$ cat src/design/bvfg_pkg.sv
// Shared types, constants and the charge curve for the battery voltage filter gauge.
// No dependencies; imported by every module of the block.
package bvfg_pkg;

  // burst and ring geometry
  localparam int SAMPLES_PER_BURST = 16;
  localparam int HISTORY_DEPTH     = 8;

  // field widths
  localparam int SAMPLE_W = 12;
  localparam int SCALE_W  = 14;
  localparam int MV_W     = 13;
  localparam int PCT_W    = 7;
  localparam int BSUM_W   = 20;
  localparam int BCNT_W   = 8;
  localparam int PROD_W   = SCALE_W + SAMPLE_W;
  localparam int SLOT_W   = (HISTORY_DEPTH > 1) ? $clog2(HISTORY_DEPTH) : 1;
  localparam int LEN_W    = $clog2(HISTORY_DEPTH + 1);
  localparam int ACC_W    = MV_W + LEN_W;

  // millivolt thresholds
  localparam logic [MV_W-1:0]    CHARGER_MV    = 13'd4250;
  localparam logic [MV_W-1:0]    FULL_MV       = 13'd4200;
  localparam logic [MV_W-1:0]    HYST_MV       = 13'd50;
  localparam logic [SCALE_W-1:0] ADC_SCALE_RST = 14'd6600;
  localparam logic [PCT_W-1:0]   PCT_FULL      = 7'd100;

  // reciprocals scaled by 2^16, exact for the segment offsets used below
  localparam logic [13:0] RECIP_5  = 14'd13108;
  localparam logic [13:0] RECIP_7  = 14'd9363;
  localparam logic [13:0] RECIP_10 = 14'd6554;
  localparam logic [13:0] RECIP_14 = 14'd4682;
  localparam logic [13:0] RECIP_25 = 14'd2622;
  localparam logic [13:0] RECIP_75 = 14'd874;

  typedef struct packed {
    logic                kind;
    logic [SAMPLE_W-1:0] sample;
  } sample_t;

  typedef struct packed {
    logic [MV_W-1:0]  reported_mv;
    logic [PCT_W-1:0] percent;
  } result_t;

  // controller to datapath
  typedef struct packed {
    logic take;
    logic scale;
    logic store;
    logic sum_step;
    logic div_start;
    logic hyst;
    logic emit;
  } cmd_t;

  // datapath to controller
  typedef struct packed {
    logic burst_last;
    logic prime;
    logic sum_last;
    logic div_busy;
    logic out_free;
  } status_t;

  // piecewise lipo discharge curve, one segment offset times a reciprocal
  function automatic logic [PCT_W-1:0] lipo_percent(input logic [MV_W-1:0] mv);
    logic [8:0]       d;
    logic [13:0]      m;
    logic [PCT_W-1:0] base;
    logic [22:0]      p;
    d    = '0;
    m    = '0;
    base = '0;
    if (mv >= 13'd4200) begin
      base = PCT_FULL;
    end else if (mv >= 13'd4100) begin
      base = 7'd90; d = 9'(mv - 13'd4100); m = RECIP_10;
    end else if (mv >= 13'd4000) begin
      base = 7'd80; d = 9'(mv - 13'd4000); m = RECIP_10;
    end else if (mv >= 13'd3900) begin
      base = 7'd70; d = 9'(mv - 13'd3900); m = RECIP_10;
    end else if (mv >= 13'd3800) begin
      base = 7'd60; d = 9'(mv - 13'd3800); m = RECIP_10;
    end else if (mv >= 13'd3700) begin
      base = 7'd40; d = 9'(mv - 13'd3700); m = RECIP_5;
    end else if (mv >= 13'd3600) begin
      base = 7'd25; d = 9'(mv - 13'd3600); m = RECIP_7;
    end else if (mv >= 13'd3500) begin
      base = 7'd15; d = 9'(mv - 13'd3500); m = RECIP_10;
    end else if (mv >= 13'd3400) begin
      base = 7'd8;  d = 9'(mv - 13'd3400); m = RECIP_14;
    end else if (mv >= 13'd3300) begin
      base = 7'd4;  d = 9'(mv - 13'd3300); m = RECIP_25;
    end else if (mv >= 13'd3000) begin
      base = 7'd0;  d = 9'(mv - 13'd3000); m = RECIP_75;
    end
    p = {14'd0, d} * {9'd0, m};
    return base + p[22:16];
  endfunction

endpackage

$ cat src/design/battery_voltage_filter_gauge.sv
// Battery voltage filter and LiPo charge gauge, top level.
// Depends on bvfg_pkg, bvfg_ctrl, bvfg_datapath (which holds bvfg_div).
//
// Samples are taken one per cycle while the block is idle. The last sample of
// each burst of SAMPLES_PER_BURST starts the burst end work: scale, store into
// the ring, sum the filled ring entries (1 to HISTORY_DEPTH) one per cycle,
// start a 17 step bit-serial divide by the fill count and wait for the
// quotient, then hysteresis and the result load; the sample channel is stalled
// throughout. A prime burst ends after the store step and gives no result. The
// result sits in an output register, so samples keep flowing while it waits; a
// second burst end waits at its load step until that register frees up.
// adc_scale is always ready for writes.
module battery_voltage_filter_gauge
  import bvfg_pkg::*;
(
  input  logic               clk,
  input  logic               rst,
  input  logic               sample_valid,
  output logic               sample_stall,
  input  sample_t            sample_item,
  output logic               result_valid,
  input  logic               result_stall,
  output result_t            result_item,
  input  logic               cfg_valid,
  output logic               cfg_ready,
  input  logic [SCALE_W-1:0] cfg_data
);

  cmd_t    cmd;
  status_t status;

  // the scale register takes a write in any cycle
  assign cfg_ready = 1'b1;

  bvfg_ctrl u_ctrl (
    .clk          (clk),
    .rst          (rst),
    .sample_valid (sample_valid),
    .sample_stall (sample_stall),
    .status       (status),
    .cmd          (cmd)
  );

  bvfg_datapath u_datapath (
    .clk          (clk),
    .rst          (rst),
    .cmd          (cmd),
    .status       (status),
    .sample_item  (sample_item),
    .cfg_write    (cfg_valid && cfg_ready),
    .cfg_data     (cfg_data),
    .result_valid (result_valid),
    .result_stall (result_stall),
    .result_item  (result_item)
  );

endmodule

$ cat src/design/bvfg_div.sv
// Restoring divider, one quotient bit per cycle, for the ring average.
// Depends on bvfg_pkg.
module bvfg_div
  import bvfg_pkg::*;
(
  input  logic             clk,
  input  logic             rst,
  input  logic             start,
  input  logic [ACC_W-1:0] dividend,
  input  logic [LEN_W-1:0] divisor,
  output logic             busy,
  output logic [ACC_W-1:0] quotient
);

  localparam int REM_W = LEN_W + 1;
  localparam int CNT_W = $clog2(ACC_W + 1);

  logic [REM_W-1:0] rem;
  logic [CNT_W-1:0] cnt;
  logic [REM_W-1:0] rem_shift;
  logic             ge;

  // shift in the next dividend bit and try a subtract
  assign rem_shift = {rem[REM_W-2:0], quotient[ACC_W-1]};
  assign ge        = (rem_shift >= REM_W'(divisor));

  always_ff @(posedge clk) begin
    if (rst) begin
      busy <= 1'b0;
      cnt  <= '0;
    end else if (start) begin
      busy <= 1'b1;
      cnt  <= CNT_W'(ACC_W);
    end else if (busy) begin
      cnt  <= cnt - CNT_W'(1);
      busy <= (cnt != CNT_W'(1));
    end
  end

  // quotient bits shift in where the dividend shifts out
  always_ff @(posedge clk) begin
    if (start) begin
      rem      <= '0;
      quotient <= dividend;
    end else if (busy) begin
      rem      <= ge ? (rem_shift - REM_W'(divisor)) : rem_shift;
      quotient <= {quotient[ACC_W-2:0], ge};
    end
  end

`ifndef SYNTH
  a_start_busy : assert property (@(posedge clk) disable iff (rst) start |=> busy)
    else $error("divider did not start");
  a_rem_bound : assert property (@(posedge clk) disable iff (rst)
    busy && !start |=> rem < REM_W'(divisor))
    else $error("divider remainder out of range");
  a_no_restart : assert property (@(posedge clk) disable iff (rst) busy |-> !start)
    else $error("divider restarted while busy");
`endif

endmodule

$ cat src/design/bvfg_datapath.sv
// Datapath: burst accumulator, scaling, history ring, ring average, hysteresis, result register.
// Depends on bvfg_pkg and bvfg_div.
module bvfg_datapath
  import bvfg_pkg::*;
(
  input  logic               clk,
  input  logic               rst,
  input  cmd_t               cmd,
  output status_t            status,
  input  sample_t            sample_item,
  input  logic               cfg_write,
  input  logic [SCALE_W-1:0] cfg_data,
  output logic               result_valid,
  input  logic               result_stall,
  output result_t            result_item
);

  logic [SCALE_W-1:0]  adc_scale;
  logic [BSUM_W-1:0]   burst_sum;
  logic [BCNT_W-1:0]   burst_count;
  logic [BSUM_W-1:0]   burst_total;
  logic [SAMPLE_W-1:0] avg;
  logic                kind;
  logic [PROD_W-1:0]   prod;
  logic [SCALE_W-1:0]  mv_raw;
  logic [MV_W-1:0]     mv_clamped;
  logic [MV_W-1:0]     history [HISTORY_DEPTH];
  logic [SLOT_W-1:0]   write_slot;
  logic                history_full;
  logic                slot_wrap;
  logic [LEN_W-1:0]    sum_len;
  logic [SLOT_W-1:0]   idx;
  logic [ACC_W-1:0]    acc;
  logic [ACC_W-1:0]    quotient;
  logic                div_busy;
  logic [MV_W-1:0]     filtered;
  logic [MV_W-1:0]     diff;
  logic [MV_W-1:0]     held_mv;

  // configuration register
  always_ff @(posedge clk) begin
    if (rst) begin
      adc_scale <= ADC_SCALE_RST;
    end else if (cfg_write) begin
      adc_scale <= cfg_data;
    end
  end

  // burst accumulation
  assign burst_total = burst_sum + BSUM_W'(sample_item.sample);

  always_ff @(posedge clk) begin
    if (rst) begin
      burst_sum   <= '0;
      burst_count <= '0;
    end else if (cmd.take) begin
      if (status.burst_last) begin
        burst_sum   <= '0;
        burst_count <= '0;
      end else begin
        burst_sum   <= burst_total;
        burst_count <= burst_count + BCNT_W'(1);
      end
    end
  end

  // capture the burst average and the deciding kind
  always_ff @(posedge clk) begin
    if (cmd.take && status.burst_last) begin
      avg  <= SAMPLE_W'(burst_total / SAMPLES_PER_BURST);
      kind <= sample_item.kind;
    end
  end

  // scale to millivolts
  always_ff @(posedge clk) begin
    if (cmd.scale) begin
      prod <= {{SAMPLE_W{1'b0}}, adc_scale} * {{SCALE_W{1'b0}}, avg};
    end
  end

  assign mv_raw = prod[PROD_W-1:PROD_W-SCALE_W];

  // charger clamp, prime bursts always fall back to the full level
  always_comb begin
    mv_clamped = mv_raw[MV_W-1:0];
    if (mv_raw > SCALE_W'(CHARGER_MV)) begin
      if (!kind && held_mv != '0 && held_mv <= CHARGER_MV) begin
        mv_clamped = held_mv;
      end else begin
        mv_clamped = FULL_MV;
      end
    end
  end

  assign slot_wrap = (write_slot == SLOT_W'(HISTORY_DEPTH - 1));

  // ring write: prime fills every entry, measure writes one slot
  always_ff @(posedge clk) begin
    if (cmd.store) begin
      if (kind) begin
        for (int i = 0; i < HISTORY_DEPTH; i++) begin
          history[i] <= mv_clamped;
        end
      end else begin
        history[write_slot] <= mv_clamped;
      end
    end
  end

  always_ff @(posedge clk) begin
    if (rst) begin
      write_slot   <= '0;
      history_full <= 1'b0;
    end else if (cmd.store) begin
      if (kind) begin
        history_full <= 1'b1;
      end else begin
        write_slot <= slot_wrap ? '0 : write_slot + SLOT_W'(1);
        if (slot_wrap) begin
          history_full <= 1'b1;
        end
      end
    end
  end

  // walk the filled part of the ring, one entry per cycle
  always_ff @(posedge clk) begin
    if (cmd.store) begin
      sum_len <= (history_full || slot_wrap) ? LEN_W'(HISTORY_DEPTH)
                                             : LEN_W'(write_slot) + LEN_W'(1);
      idx     <= '0;
      acc     <= '0;
    end else if (cmd.sum_step) begin
      acc <= acc + ACC_W'(history[idx]);
      idx <= idx + SLOT_W'(1);
    end
  end

  bvfg_div u_div (
    .clk      (clk),
    .rst      (rst),
    .start    (cmd.div_start),
    .dividend (acc),
    .divisor  (sum_len),
    .busy     (div_busy),
    .quotient (quotient)
  );

  // hysteresis on the reported value
  assign filtered = quotient[MV_W-1:0];
  assign diff     = (filtered > held_mv) ? filtered - held_mv : held_mv - filtered;

  always_ff @(posedge clk) begin
    if (rst) begin
      held_mv <= '0;
    end else if (cmd.store && kind) begin
      held_mv <= mv_clamped;
    end else if (cmd.hyst && (held_mv == '0 || diff > HYST_MV)) begin
      held_mv <= filtered;
    end
  end

  // result register
  always_ff @(posedge clk) begin
    if (rst) begin
      result_valid <= 1'b0;
    end else if (cmd.emit) begin
      result_valid <= 1'b1;
    end else if (!result_stall) begin
      result_valid <= 1'b0;
    end
  end

  always_ff @(posedge clk) begin
    if (cmd.emit) begin
      result_item.reported_mv <= held_mv;
      result_item.percent     <= lipo_percent(held_mv);
    end
  end

  // status back to the controller
  assign status.burst_last = (burst_count == BCNT_W'(SAMPLES_PER_BURST - 1));
  assign status.prime      = kind;
  assign status.sum_last   = ((LEN_W'(idx) + LEN_W'(1)) == sum_len);
  assign status.div_busy   = div_busy;
  assign status.out_free   = !result_valid || !result_stall;

`ifndef SYNTH
  a_held_range : assert property (@(posedge clk) disable iff (rst) held_mv <= CHARGER_MV)
    else $error("held value above charger level");
  a_emit_valid : assert property (@(posedge clk) disable iff (rst) cmd.emit |=> result_valid)
    else $error("result not presented after emit");
  a_len_nonzero : assert property (@(posedge clk) disable iff (rst)
    cmd.sum_step |-> sum_len != '0)
    else $error("ring walk with empty length");
  a_pct_range : assert property (@(posedge clk) disable iff (rst)
    result_valid |-> result_item.percent <= PCT_FULL)
    else $error("percentage above full");
`endif

endmodule

$ cat src/design/bvfg_ctrl.sv
// Controller: sequences burst end work (scale, store, ring walk, divide, hysteresis, emit).
// Depends on bvfg_pkg.
module bvfg_ctrl
  import bvfg_pkg::*;
(
  input  logic    clk,
  input  logic    rst,
  input  logic    sample_valid,
  output logic    sample_stall,
  input  status_t status,
  output cmd_t    cmd
);

  typedef enum logic [2:0] {
    S_IDLE,
    S_SCALE,
    S_STORE,
    S_SUM,
    S_DIV_GO,
    S_DIV_WAIT,
    S_HYST,
    S_EMIT
  } state_t;

  state_t state;
  state_t state_next;

  // next state and commands
  always_comb begin
    state_next = state;
    cmd        = '0;
    unique case (state)
      S_IDLE: begin
        cmd.take = sample_valid;
        if (sample_valid && status.burst_last) begin
          state_next = S_SCALE;
        end
      end
      S_SCALE: begin
        cmd.scale  = 1'b1;
        state_next = S_STORE;
      end
      S_STORE: begin
        cmd.store  = 1'b1;
        state_next = status.prime ? S_IDLE : S_SUM;
      end
      S_SUM: begin
        cmd.sum_step = 1'b1;
        if (status.sum_last) begin
          state_next = S_DIV_GO;
        end
      end
      S_DIV_GO: begin
        cmd.div_start = 1'b1;
        state_next    = S_DIV_WAIT;
      end
      S_DIV_WAIT: begin
        if (!status.div_busy) begin
          state_next = S_HYST;
        end
      end
      S_HYST: begin
        cmd.hyst   = 1'b1;
        state_next = S_EMIT;
      end
      S_EMIT: begin
        if (status.out_free) begin
          cmd.emit   = 1'b1;
          state_next = S_IDLE;
        end
      end
      default: begin
        state_next = S_IDLE;
      end
    endcase
  end

  always_ff @(posedge clk) begin
    if (rst) begin
      state <= S_IDLE;
    end else begin
      state <= state_next;
    end
  end

  assign sample_stall = (state != S_IDLE);

`ifndef SYNTH
  a_walk_after_store : assert property (@(posedge clk) disable iff (rst)
    cmd.store && !status.prime |=> state == S_SUM)
    else $error("measure burst skipped the ring walk");
  a_emit_free : assert property (@(posedge clk) disable iff (rst) cmd.emit |-> status.out_free)
    else $error("result overwritten while held");
  a_take_idle : assert property (@(posedge clk) disable iff (rst)
    cmd.take |-> !cmd.scale && !cmd.store && !cmd.emit)
    else $error("sample taken during burst end work");
`endif

endmodule

$ cat config.mk
export PLATFORM = sky130hd
export DESIGN_NAME = battery_voltage_filter_gauge
export DESIGN_NICKNAME = d
export VERILOG_FILES = /design/src/design/bvfg_pkg.sv /design/src/design/battery_voltage_filter_gauge.sv /design/src/design/bvfg_div.sv /design/src/design/bvfg_datapath.sv /design/src/design/bvfg_ctrl.sv
export SDC_FILE = /design/constraint.sdc
export NUM_CORES = 1
export LEC_CHECK = 0
export BUFFER_PORTS_ARGS = -buffer_cell sky130_fd_sc_hd__buf_2
export CORE_MARGIN = 2
export CORE_UTILIZATION = 60
export DETAILED_ROUTE_END_ITERATION = 10
export PLACE_DENSITY_LB_ADDON = 0.05
export SLEW_MARGIN = 20
export SYNTH_ARGS = -nofsm -noshare
export SYNTH_HDL_FRONTEND = slang
export SYNTH_SLANG_ARGS = --single-unit
$ cat constraint.sdc
create_clock -name clk -period 12.7 [get_ports clk]
set_input_delay 1.905 -clock clk [delete_from_list [all_inputs] [get_ports clk]]
set_output_delay 1.905 -clock clk [all_outputs]
set_load 0.01 [all_outputs]
==> flow_metrics.env <==
export IMPL_hold_class="flop to flop"
export IMPL_root_buffer="clkbuf_16"
export IMPL_drtIter0Drc=1634
export IMPL_max_stage_delay_ps=940
export IMPL_top_layer="met4"
export IMPL_grt_pass1_wl_um=97900
export IMPL_die_x_um=201
export IMPL_endpoint_kind="flop"
export IMPL_crit_required_ps=13030
export IMPL_r2r_end="u_datapath.result_item[6]"
export IMPL_fin_crit_ps=10580
export IMPL_wl_met1_um=26100
export IMPL_min_path_cells=2
export IMPL_syn_nets=2838
export IMPL_synth_seq_area_share_pct=30.0
export IMPL_grt_pass1_vias=18100
export IMPL_synthXorXnorAreaFrac_pct=3.08
export IMPL_cts_tree="yes"
export IMPL_final_common_cell="inv_1"
export IMPL_ys_types=99
export IMPL_fp_row_count=72
export IMPL_final_cell_mix="inv_1, nand2_1, nor2_1, fa_1, ha_1"
export IMPL_setup_violations=0
export IMPL_nNetsFinal=2825
export IMPL_die_h_um=201
export IMPL_r2r_start="u_datapath.held_mv[6]"
export IMPL_dr_total_vias=17800
export IMPL_synth_area_um2=23300
export IMPL_drc=0
export IMPL_final_core_util_pct=64.7
export IMPL_antenna_found_initial=0
export IMPL_htree_levels=1
export IMPL_diodes=0
export IMPL_area_delta_synth_final_pct=6.87
export IMPL_wl_per_cell_um=20.6
export IMPL_clock_fmax_mhz=94.5
export IMPL_async_flop_share_pct=0
export IMPL_gr_usage_all_layers_pct=30.4
export IMPL_numCtsBuffers=29
export IMPL_p_leak_nw=10.9
export IMPL_yosysWarnings=0
export IMPL_critPathArrivalTime_ps=10910
export IMPL_tightest_slew_ps=1150
export IMPL_critPathSlowestCell="dfxtp_1"
export IMPL_start_util_pct=60.5
export IMPL_wl_um=60500
export IMPL_die_area_um2=40500
export IMPL_maxCapViolCount=0
export IMPL_numPortBuffers=53
export IMPL_syn_inst=2412
export IMPL_synthSimpleGateAreaFrac_pct=15.0
export IMPL_outcome="finished clean"
export IMPL_hold_violations=0
export IMPL_final_area_um2=24900
export IMPL_hold_start="u_datapath.history_full"
export IMPL_grt_overflow=0
export IMPL_pin_count=55
export IMPL_synthFlopType="edfxtp_1"
export IMPL_rr_worst_depth=36
export IMPL_period_share_pct=83.3
export IMPL_cts_buffer_depth=3
export IMPL_synth_compound_area_share_pct=13.4
export IMPL_wl_met2_um=28200
export IMPL_dpl_cell_area_um2=23900
export IMPL_synth_top_family_by_area="adder cells"
export IMPL_hold_buffers=0
export IMPL_yosys_register_bits=264
export IMPL_post_cts_resized=0
export IMPL_power_density_nw_per_um2=94.5
export IMPL_post_cts_buffers=0
export IMPL_clkTransAtPathRegs_ps=70
export IMPL_muxShareOfSynthArea_pct=4.14
export IMPL_worstPathMaxFanout=24
export IMPL_clkSinkCount=264
export IMPL_core_area_um2=38600
export IMPL_first_pass_iters=6
export IMPL_rrSetupSlack_ps=2120
export IMPL_avgSynthCellArea_um2=9.68
export IMPL_irDropWorstVdd_mv=0.130
export IMPL_drive_gt1_share_pct=8.88
export IMPL_crit_top_cell="a21oi_1"
export IMPL_via_per_inst=6.07
export IMPL_hold_end="u_datapath.history_full"
export IMPL_grt_start_max_net_pins=63
export IMPL_fillers=3226
export IMPL_fin_skew_ps=15.6
export IMPL_antenna_left=0
export IMPL_clk_latency_ps=580
export IMPL_routabilityCongestion=0.928
export IMPL_worstSetupPathType="flop to flop"
export IMPL_cp_start_kind="flop"
export IMPL_yosys_area_share_adder_pct=27.8
export IMPL_relSlewSlack_pct=23.4
export IMPL_met3_length_um=4460
export IMPL_synth_edf_count=172
export IMPL_fin_tns_setup_ps=0
export IMPL_hpwl_um=45600
export IMPL_slew_viol_final=0
export IMPL_rsz0062_at_grt="no"
==> stage by stage <==
| step | setup WS, ps | hold slack [ps] | power [mW] | instances |
|---|---|---|---|---|
| after CTS | 2340 | 472 | 2.38 | 2940 |
| after global routing | 1610 | 496 | 2.49 | 2940 |
| final | 2120 | 469 | 2.36 | 2940 |
| after detailed placement | 2360 | 462 | 1.50 | 2886 |
| after floorplan | 4240 | 431 | 1.38 | 2412 |
| after global placement | 2490 | 447 | 1.48 | 2886 |
==> worst max path at each step <==
stage          slack [ps]                  start                         to  cells past startpoint
5_1_grt              1610  u_datapath.held_mv[6]  u_datapath.result_item[6]                     36
3_5_place_dp         2360  u_datapath.held_mv[6]  u_datapath.result_item[6]                     36
4_1_cts              2340  u_datapath.held_mv[6]  u_datapath.result_item[6]                     36
6_report             2120  u_datapath.held_mv[6]  u_datapath.result_item[6]                     36
3_3_place_gp         2490  u_datapath.held_mv[6]  u_datapath.result_item[6]                     34
2_1_floorplan        4240  u_datapath.held_mv[5]  u_datapath.result_item[6]                     37
==> per-layer routing <==
| metal | GRT usage (%) | up-vias |
|---|---|---|
| met5 | 0 | - |
| met4 | 9.19 | 0 |
| met3 | 4.92 | 120 |
| met2 | 49.3 | 682 |
| met1 | 42.3 | 8821 |
| li1 | - | 8222 |
==> cells in the mapped netlist, drive strengths merged (11+ instances only) <==
master	instances	area share (%)
inv	284	4.6
nand2	269	4.3
nor2	222	3.6
fa	209	18
ha	185	9.9
edfxtp	172	22
o21ai	121	2.7
a21oi	107	2.4
dfxtp	92	7.9
clkbuf	86	1.4
and2	70	1.9
xnor2	59	2.2
nor3	44	1.0
nand3	39	0.84
a21o	27	0.87
buf	27	0.61
mux4	27	2.6
a31oi	24	0.67
xor2	23	0.86
nor2b	19	0.51
mux2i	17	0.73
mux2	16	0.80
o211ai	16	0.51
or3	15	0.40
nand2b	14	0.38
or2	14	0.38
a211oi	13	0.44
a22oi	13	0.42
nand4	12	0.35
a311oi	11	0.41
==> registers in the layout (all words and copies together) (netlist names), 5 cells and up, named ones only <==
name / count
u_datapath.u_div.cnt: 5
u_datapath.u_div.quotient: 17
u_datapath.burst_count: 8
u_datapath.prod: 14
u_datapath.held_mv: 13
u_datapath.adc_scale: 14
u_datapath.history: 104
u_datapath.acc: 17
u_datapath.result_item: 20
u_datapath.avg: 12
u_datapath.burst_sum: 16
==> critical path: cells and delay by family (launching register included) <==
kind / cells / cell delay, ps
XOR/XNOR: 3 / 400
flip-flops: 1 / 940
adder cells (fa/ha/maj): 7 / 3050
multiplexers: 1 / 120
buffers and inverters: 3 / 630
AO/OA/AOI/OAI: 16 / 4480
AND/OR/NAND/NOR: 6 / 720
==> power by group <==
part / switching [mW] / internal, mW / total, mW / leakage (nW)
registers: 0.0204 / 0.944 / 0.964 / 2.32
logic: 0.279 / 0.233 / 0.512 / 8.04
clock network: 0.366 / 0.516 / 0.882 / 0.488
total: 0.665 / 1.69 / 2.36 / 10.9
==> logic make-up after synthesis <==
kind of cell | after synthesis
buffers and inverters | 397
multiplexers | 60
AND/OR/NAND/NOR | 755
other | 1
adder cells (fa/ha/maj) | 394
XOR/XNOR | 82
flip-flops | 264
AO/OA/AOI/OAI | 459
==> cell type report <==
class	count	area [um^2]	area share, %
inverter	284	1070	4.27
clock inverter	22	243	0.973
sequential	264	7010	28.1
tap	518	648	2.60
multi-input combinational	1751	14800	59.5
clock buffer	32	758	3.04
timing repair buffer	69	385	1.54
(Power assumes the default switching activity.)
